[src/design/assert_macros.svh]
// Assertion helpers used by positional_list_engine.
// Each macro samples on the rising edge of clk and is muted while rst is high.
`ifndef ASSERT_MACROS_SVH
`define ASSERT_MACROS_SVH

// The consequent must hold in the same cycle as the antecedent.
`define ASSERT_NOW(lbl, ante, cons) \
  lbl: assert property (@(posedge clk) disable iff (rst) (ante) |-> (cons)) \
    else $error("same-cycle check failed");

// The consequent must hold in the cycle after the antecedent.
`define ASSERT_NEXT(lbl, ante, cons) \
  lbl: assert property (@(posedge clk) disable iff (rst) (ante) |=> (cons)) \
    else $error("next-cycle check failed");

`endif

[src/design/plist_pkg.sv]
`default_nettype none
package plist_pkg;

  localparam int CAPACITY   = 16;
  localparam int DATA_WIDTH = 32;

  localparam int IDX_W   = $clog2(CAPACITY);
  localparam int CNT_W   = $clog2(CAPACITY + 1);
  localparam int POS_W   = 8;
  localparam int CMP_W   = (CNT_W > POS_W) ? CNT_W : POS_W;
  localparam int COUNT_W = 5;

  localparam logic [2:0] MODE_INS_FRONT = 3'd0;
  localparam logic [2:0] MODE_INS_BACK  = 3'd1;
  localparam logic [2:0] MODE_INS_AT    = 3'd2;
  localparam logic [2:0] MODE_DEL_FRONT = 3'd3;
  localparam logic [2:0] MODE_DEL_BACK  = 3'd4;
  localparam logic [2:0] MODE_DEL_AT    = 3'd5;
  localparam logic [2:0] MODE_DUMP      = 3'd6;

  localparam logic [1:0] ST_OK      = 2'd0;
  localparam logic [1:0] ST_EMPTY   = 2'd1;
  localparam logic [1:0] ST_INVALID = 2'd2;
  localparam logic [1:0] ST_FULL    = 2'd3;

  typedef struct packed {
    logic [2:0]        mode;
    logic signed [31:0] value;
    logic [POS_W-1:0]  position;
  } op_word_t;

  typedef struct packed {
    logic [1:0]         status;
    logic signed [31:0] entry;
    logic [COUNT_W-1:0] count;
    logic               last;
  } res_word_t;

  // Controller to datapath.
  typedef struct packed {
    logic             exec;
    logic             emit;
    logic [IDX_W-1:0] idx;
    logic             last;
  } plist_cmd_t;

  // Datapath to controller.
  typedef struct packed {
    logic             empty;
    logic [IDX_W-1:0] last_idx;
  } plist_stat_t;

endpackage
`default_nettype wire

[src/design/plist_ctrl.sv]
`default_nettype none
module plist_ctrl import plist_pkg::*; (
  input  wire logic        clk,
  input  wire logic        rst,
  input  wire logic        start,
  input  wire logic [2:0]  mode,
  input  var  plist_stat_t stat,
  output var  plist_cmd_t  cmd,
  output wire logic        busy
);

  typedef enum logic [1:0] {
    S_IDLE = 2'b01,
    S_DUMP = 2'b10
  } state_t;

  state_t           state, state_next;
  logic [IDX_W-1:0] idx, idx_next;
  logic             dump_go;

  assign dump_go = (mode == MODE_DUMP) && !stat.empty;
  assign busy    = (state == S_DUMP);

  always_comb begin
    state_next = state;
    idx_next   = idx;
    cmd        = '0;
    unique case (state)
      S_IDLE: begin
        if (start) begin
          if (dump_go) begin
            state_next = S_DUMP;
            idx_next   = '0;
          end else begin
            cmd.exec = 1'b1;
          end
        end
      end
      S_DUMP: begin
        cmd.emit = 1'b1;
        cmd.idx  = idx;
        cmd.last = (idx == stat.last_idx);
        idx_next = idx + 1'b1;
        if (cmd.last) begin
          state_next = S_IDLE;
        end
      end
      default: begin
        state_next = S_IDLE;
      end
    endcase
  end

  always_ff @(posedge clk) begin
    if (rst) begin
      state <= S_IDLE;
      idx   <= '0;
    end else begin
      state <= state_next;
      idx   <= idx_next;
    end
  end

endmodule
`default_nettype wire

[src/design/plist_dp.sv]
`default_nettype none
module plist_dp import plist_pkg::*; (
  input  wire logic        clk,
  input  wire logic        rst,
  input  var  op_word_t    op,
  input  var  plist_cmd_t  cmd,
  output var  plist_stat_t stat,
  output wire logic        strobe,
  output var  res_word_t   res
);

  logic [DATA_WIDTH-1:0] cells [CAPACITY];
  logic [DATA_WIDTH-1:0] cells_next [CAPACITY];
  logic [CNT_W-1:0]      length, length_next;
  logic                  strobe_q;
  res_word_t             res_q, res_next;

  logic [CMP_W-1:0]      pos_x, len_x, slot, del_idx;
  logic [DATA_WIDTH-1:0] word;
  logic                  empty, full, do_ins, do_del;
  logic [1:0]            status;

  assign pos_x = CMP_W'(op.position);
  assign len_x = CMP_W'(length);
  assign empty = (length == '0);
  assign full  = (length == CNT_W'(CAPACITY));
  assign word  = DATA_WIDTH'(op.value);

  assign stat.empty    = empty;
  assign stat.last_idx = IDX_W'(length - 1'b1);

  // Operation decode: pick the slot to open or close and the status.
  always_comb begin
    slot    = '0;
    del_idx = '0;
    do_ins  = 1'b0;
    do_del  = 1'b0;
    status  = ST_OK;
    unique case (op.mode) inside
      MODE_INS_FRONT, MODE_INS_BACK, MODE_INS_AT: begin
        if (op.mode == MODE_INS_BACK) begin
          slot = len_x;
        end else if (op.mode == MODE_INS_AT && pos_x != CMP_W'(1) && !empty) begin
          slot = (pos_x >= CMP_W'(2)) ? pos_x - 1'b1 : CMP_W'(1);
          if (slot > len_x) begin
            slot = len_x;
          end
        end
        if (full) begin
          status = ST_FULL;
        end else begin
          do_ins = 1'b1;
        end
      end
      MODE_DEL_FRONT, MODE_DEL_BACK, MODE_DEL_AT: begin
        if (op.mode == MODE_DEL_BACK) begin
          del_idx = len_x - 1'b1;
        end else if (op.mode == MODE_DEL_AT) begin
          del_idx = pos_x - 1'b1;
        end
        if (empty) begin
          status = ST_EMPTY;
        end else if (op.mode == MODE_DEL_AT &&
                     (pos_x < CMP_W'(1) || pos_x > len_x)) begin
          status = ST_INVALID;
        end else begin
          do_del = 1'b1;
        end
      end
      MODE_DUMP: begin
        if (empty) begin
          status = ST_EMPTY;
        end
      end
      default: begin
        status = ST_OK;
      end
    endcase
  end

  // Every cell looks only at itself and its two neighbors.
  always_comb begin
    length_next = length;
    for (int i = 0; i < CAPACITY; i++) begin
      cells_next[i] = cells[i];
      if (cmd.exec && do_ins) begin
        if (CMP_W'(i) == slot) begin
          cells_next[i] = word;
        end else if (CMP_W'(i) > slot && i > 0) begin
          cells_next[i] = cells[(i > 0) ? i - 1 : 0];
        end
      end else if (cmd.exec && do_del) begin
        if (CMP_W'(i) >= del_idx && i < CAPACITY - 1) begin
          cells_next[i] = cells[(i < CAPACITY - 1) ? i + 1 : i];
        end
      end
    end
    if (cmd.exec && do_ins) begin
      length_next = length + 1'b1;
    end else if (cmd.exec && do_del) begin
      length_next = length - 1'b1;
    end
  end

  always_comb begin
    res_next = res_q;
    if (cmd.emit) begin
      res_next.status = ST_OK;
      res_next.entry  = 32'($signed(cells[cmd.idx]));
      res_next.count  = COUNT_W'(length);
      res_next.last   = cmd.last;
    end else if (cmd.exec) begin
      res_next.status = status;
      res_next.entry  = '0;
      res_next.count  = COUNT_W'(length_next);
      res_next.last   = 1'b1;
    end
  end

  always_ff @(posedge clk) begin
    for (int i = 0; i < CAPACITY; i++) begin
      cells[i] <= cells_next[i];
    end
    res_q <= res_next;
  end

  always_ff @(posedge clk) begin
    if (rst) begin
      length   <= '0;
      strobe_q <= 1'b0;
    end else begin
      length   <= length_next;
      strobe_q <= cmd.exec || cmd.emit;
    end
  end

  assign strobe = strobe_q;
  assign res    = res_q;

endmodule
`default_nettype wire

[src/design/positional_list_engine.sv]
// Channel   Handshake                Payload     Moves
// -------   ----------------------   ---------   ------------------------------
// op        start, busy (in: busy)   op_word     one operation word per accept
// res       strobe                   res_word    one result word per strobe
//
// Any word but a dump of a non-empty list is accepted with start high and busy
// low, and its one result word is on the port with strobe in the next cycle.
// A dump of n entries runs through the accept, then one cell read per
// entry; busy stays high until the last word is on the port.
// Reset is synchronous and clears the length, the controller and the strobe;
// the cells keep whatever they held. The receiver cannot stall the results.
`default_nettype none
`include "assert_macros.svh"
module positional_list_engine import plist_pkg::*; (
  input  wire logic      clk,
  input  wire logic      rst,
  input  wire logic      start,
  output wire logic      busy,
  input  var  op_word_t  op_word,
  output wire logic      strobe,
  output var  res_word_t res_word
);

  plist_cmd_t  cmd;
  plist_stat_t stat;

  // The controller sequences dumps and grants every other operation.
  plist_ctrl u_ctrl (
    .clk   (clk),
    .rst   (rst),
    .start (start),
    .mode  (op_word.mode),
    .stat  (stat),
    .cmd   (cmd),
    .busy  (busy)
  );

  // The datapath holds the cells, the length and the result register.
  plist_dp u_dp (
    .clk    (clk),
    .rst    (rst),
    .op     (op_word),
    .cmd    (cmd),
    .stat   (stat),
    .strobe (strobe),
    .res    (res_word)
  );

  // A word that closes an operation always leaves the block free again.
  `ASSERT_NOW(a_last_frees, strobe && res_word.last, !busy)
  // A dump word that is not the last one keeps the block busy.
  `ASSERT_NOW(a_mid_busy, strobe && !res_word.last, busy)
  // Anything other than a dump answers with its one word right after accept.
  `ASSERT_NEXT(a_single_word, start && !busy && op_word.mode != MODE_DUMP,
               strobe && res_word.last)
  // A full flag reports the list at capacity.
  `ASSERT_NOW(a_full_count, strobe && res_word.status == ST_FULL,
              res_word.count == COUNT_W'(CAPACITY))

endmodule
`default_nettype wire
[config.mk]
export PLATFORM = sky130hd
export DESIGN_NAME = positional_list_engine
export DESIGN_NICKNAME = d
export VERILOG_FILES = /design/src/design/plist_pkg.sv /design/src/design/plist_ctrl.sv /design/src/design/plist_dp.sv /design/src/design/positional_list_engine.sv
export VERILOG_INCLUDE_DIRS = /design/src /design/src/design
export SDC_FILE = /design/constraint.sdc
export NUM_CORES = 1
export LEC_CHECK = 0
export BUFFER_PORTS_ARGS = -buffer_cell sky130_fd_sc_hd__clkbuf_2
export CAP_MARGIN = 20
export CORE_UTILIZATION = 64
export DETAILED_ROUTE_END_ITERATION = 8
export MAX_ROUTING_LAYER = met4
export PLACE_DENSITY_LB_ADDON = 0.08
export SYNTH_ARGS = -nofsm -noshare
export SYNTH_HDL_FRONTEND = slang
export SYNTH_SLANG_ARGS = --single-unit
[constraint.sdc]
create_clock -name clk -period 6.6 [get_ports clk]
set_clock_uncertainty 0.15 [all_clocks]
set_input_delay 0.33 -clock clk [delete_from_list [all_inputs] [get_ports clk]]
set_output_delay 0.33 -clock clk [all_outputs]
set_load 0.1 [all_outputs]
# Yosys cells after proc, flatten, opt, wreduce, memory -nomap -nowiden
# Memories as Yosys holds them, arrays and structs flattened.
# Index checks and enable logic that the tools add are counted.
# W data, S select, Z words.
# totals
word_cells	205
mem_bits_rw	512
memories	1
reg_bits	52
out_inout_bits	42
# op_classes
n_addsub	5
n_reduce_logical	18
mux	110
eq_ne	29
order_cmp	34
# memory_table
name	words	width	read_ports	rd_clocked_by_memory_dff	wr	line	rtl
u_dp.cells	16	32	17	0	16	plist_dp.sv:12	logic [DATA_WIDTH-1:0] cells [CAPACITY];
# ops
cell	count
$mux W32	77
$mux W38	2
$eq A4 B8 Y1 const A	8
$gt A4 B8 Y1 const A	8
$mux W8	8
$ge A4 B8 Y1 const A	7
$eq A3 B8 Y1 const A	4
$ge A3 B8 Y1 const A	4
$gt A3 B8 Y1 const A	4
$eq A2 B8 Y1 const A	2
$ge A1 B8 Y1 const A	2
$ge A2 B8 Y1 const A	2
$gt A2 B8 Y1 const A	2
$gt A8 B5 Y1	2
$mux W2	6
$mux W5	2
$eq A3 B3 Y1 const B	3
$mux W1	9
$eq A1 B8 Y1 const A	1
$ge A8 B2 Y1 const B	1
$gt A1 B8 Y1 const A	1
$logic_not A8 Y1	1
$lt A8 B1 Y1 const B	1
$mux W4	2
other kinds (26)	37

# Logic depth before layout (Yosys ltp)
# depth
word_depth	11
ltp_mapped	18
ltp_nobuf	15

# Hierarchy
# A second synthesis with hierarchy kept.
# hier_totals
cells_unflattened	3361
area_unflattened_um2	33983.8
# by_module_without_submodules
mod	cells_each	area_each_um2	instances	seq_area_each_um2
plist_dp	3320	33611.0	1	16676.0
plist_ctrl	41	372.9	1	120.1

# Least setup slack after synthesis
# Ideal clock, no wire load.
# synth_timing
kind	input-to-reg
from	in op_word[0] (netlist name)
to	mem u_dp.cells[9][0] (enable)
stages	14
setup_time_ps	436
arrival_time_ps	5541
path_slack_ps	473
path_buffers	1
cell_sequence	inv_1 -> ha_1 -> nor3b_1 -> xnor2_1 -> nor2_1 -> ha_1 -> or2_2 -> o221ai_1 -> a21boi_0 -> o21ai_1 -> and3_1 -> clkbuf_1 -> nand2_1 -> o221ai_1
# synth_rtl
element	line	rtl
start: declaration	positional_list_engine.sv:19	input var op_word_t op_word,
end: declaration	plist_dp.sv:12	

==> results.toml <==
[layout]
final_cell_mix = "nand2_1, edfxtp_1, nor2_1, a31oi_1, a21oi_1"
area_growth_pct = 8.61
num-fill-cells = 3833
nets = 3459
drive_above_1_share_pct = 12.5
final_common_cell = "nand2_1"

[hold_path]
hp-class = "input port to register"

[drt]
vias = 29100
drc = 0
vias_per_cell = 7.06
dr.pass1.iters = 7
detail-route-antenna-nets = 0
initialDrtViolationCount = 4974
wl_per_cell_um = 26.8
routed_wl_mm = 111

[timing]
rsz0062_at_grt = "no"
setup_violations = 0
finalHoldViolCount = 0
fmax_mhz = 205
min_period_ns = 4.87
worstMarginPinSlew_ns = 1.17
worst_slack_ns = 1.73
drv_slew = 0
finalCritPeriodShare_pct = 73.8
slew_headroom_pct = 21.6
setup_tns_ns = 0

[critical_path]
cp.arrival_ns = 5.07
r2r-start = "u_dp.length[4]$_SDFF_PP0_"
critical_path_class = "input port to register"
r2r_cells = 10
cp.required_ns = 6.79
worstSetupEndpoint = "u_dp.cells[9][7]$_DFFE_PP_"
r2r_end = "u_dp.cells[9][7]$_DFFE_PP_"
cp_top_family = "simple AND/OR/NAND/NOR gates"
critPathLaunch = "op_word[0]"
crit_slowest_cell = "o221ai_4"
slowest_delay_ns = 0.77
cp-start-kind = "input port"
path_max_fanout = 19
worstSetupEndpointType = "register"
cp.depth = 15
r2r_setup_slack_ns = 1.73
cpMostUsedCell = "ha_1"
cp_num_buf_inv = 3
path_cells = "clkbuf_2 > inv_1 > ha_1 > nor3b_1 > xnor2_1 > nor2_1 > ha_1 > or2_2 > o221ai_1 > a21boi_0 > o21ai_1 > and3_2 > nand2_1 > o221ai_4 > buf_4"

[clock_tree]
root_buffer = "clkbuf_16"
htree_levels = 2
cts.sinks = 564
cts_resized = 0
insertion_delay_ns = 0.65
cts_made_buffers = 59
cts_tree = "done"
clk_pin_slew_ns = 0.07
cts_buffer_depth = 3

[placement]
preCtsSetupSlack_ns = 1.18
io_buffers = 87
place_congestion = 0.948
hpwlAfterDp_mm = 65.1

[global_route]
grt_pass1_vias = 27500
grt_max_degree = 246
antenna_found_initial = 2
overflow = 0
grt_pass1_wl_mm = 167
grt_use_total_pct = 43.1

[power]
p_leak_nw = 13.1
ir_drop_uv = 205
power_per_cell_area_nw_per_um2 = 255

[synthesis]
synthFlopType = "edfxtp_1"
synth_area_sq_um = 33000
ys_async_sr_fraction_pct = 0
ys_seq_area_share_pct = 50.9
ys_ff_latch = 564
yosysWarningCount = 0
synth_cells = 3505
syn-num-nets = 3567
synth_cell_types = 69
avgSynthCellArea_sq_um = 9.41
synth_edf_count = 550

[die]
start_util_pct = 65.3
core_area_sq_um = 50500
die_x_um = 229
die_h_um = 229
io_pins = 88
row_count = 82
die-area_sq_um = 52400

[flow_run]
drv_cap = 0

[run_status]
outcome = "finished clean"
-- worst reg2reg max path, cell delays in order, from the launching register on --
cell,delay [ns]
dfxtp_1,0.49
clkinv_1,0.36
ha_1,0.34
or2_2,0.31
o221ai_1,0.43
a21boi_0,0.21
o21ai_1,0.24
and3_2,0.59
nand2_1,0.30
o221ai_4,0.77
buf_4,0.39
-- repair_timing --
action,in CTS,in global routing
hold buffers,1,0
buffers inserted,0,0
endpoints found under the hold margin,12,0
-- synth_stat cells, types with 13 or more instances --
| cell | instances | area share (%) |
|---|---|---|
| o21ai_1 | 63 | 0.96 |
| and2_1 | 38 | 0.72 |
| buf_2 | 41 | 0.62 |
| o221ai_1 | 36 | 0.96 |
| mux2_4 | 30 | 1.4 |
| xnor2_1 | 13 | 0.35 |
| dfxtp_1 | 14 | 0.85 |
| mux2i_1 | 67 | 2.0 |
| ha_1 | 16 | 0.61 |
| o22ai_1 | 37 | 0.70 |
| nor2_1 | 483 | 5.5 |
| clkbuf_1 | 248 | 2.8 |
| a21oi_1 | 186 | 2.8 |
| edfxtp_1 | 550 | 50 |
| mux4_2 | 96 | 6.6 |
| nand2_1 | 948 | 11 |
| o211ai_1 | 37 | 0.84 |
| buf_1 | 18 | 0.20 |
| a31oi_1 | 297 | 5.6 |
| o21ai_0 | 125 | 1.9 |
| nand3_1 | 15 | 0.23 |
-- cell type report --
class	instances	area, sq um	area share (%)
sequential	564	16800	46.9
multi-input combinational	2604	15100	42.1
clock buffer	75	1560	4.35
timing repair buffer	154	1240	3.46
tap	672	841	2.35
clock inverter	35	244	0.681
inverter	14	52.6	0.147
antenna	2	5.00	0.0140
-- routing by layer --
layer / wire length [um] / GRT usage, % / vias to the layer above / share of wire, %
met2: 49200 / 62.3 / 2550 / 45
met4: 5020 / 19.7 / 0 / 4.5
met5: 0 / - / - / 0
li1: - / - / 12400 / -
met3: 15700 / 10.3 / 358 / 14
met1: 40500 / 57.8 / 13800 / 37
-- power by group --
group	switching, W	internal [W]	leakage, nW
Sequential	0.000220	0.00434	5.25
Combinational	0.000939	0.000416	6.95
Clock	0.00147	0.00174	0.880
-- registers in the layout, summed over array words and instances, names as in the netlist --
register      flops
u_dp.length       5
u_dp.cells      512
u_dp.strobe       1
u_ctrl.state      2
u_dp.res         40
u_ctrl.idx        4
-- worst min-delay path by stage --
stage	start	to	slack (ns)	cells past startpoint
finish	op_word[42]	u_dp.res[39]$_SDFFE_PP0P_	0.07	4
global route	op_word[26]	u_dp.cells[0][18]$_DFFE_PP_	0.10	3
CTS	op_word[25]	u_dp.cells[0][17]$_DFFE_PP_	0.05	3
detailed placement	u_dp.res[38]$_SDFFE_PP0P_	u_dp.res[38]$_SDFFE_PP0P_	0.40	3
global placement	u_dp.res[39]$_SDFFE_PP0P_	u_dp.res[39]$_SDFFE_PP0P_	0.39	2
floorplan	rst	u_dp.length[4]$_SDFF_PP0_	0.25	1
-- metrics by stage --
stage / power, W / util [%] / hold slack (ns) / cells / area [sq um]
after global placement: 0.00586 / 67.1 / 0.386 / 4001 / 33800
final: 0.00913 / 70.9 / 0.0685 / 4120 / 35800
after global routing: 0.00936 / 70.9 / 0.102 / 4120 / 35800
after CTS: 0.00907 / 70.7 / 0.0466 / 4114 / 35700
after floorplan: 0.00546 / - / 0.252 / 3505 / 33000
after detailed placement: 0.00592 / 67.1 / 0.399 / 4003 / 33900
-- kinds of logic after synthesis --
logic type               Yosys count  synth area share (%)
multiplexers                     196                  10.1
buffers and inverters            337                  4.27
AO/OA/AOI/OAI                    816                  14.8
AND/OR/NAND/NOR                 1558                  18.8
XOR/XNOR                          18                 0.478
flip-flops                       564                  50.9
adder cells (fa/ha/maj)           16                 0.607
Note: power is estimated with default switching activity, not from simulation.
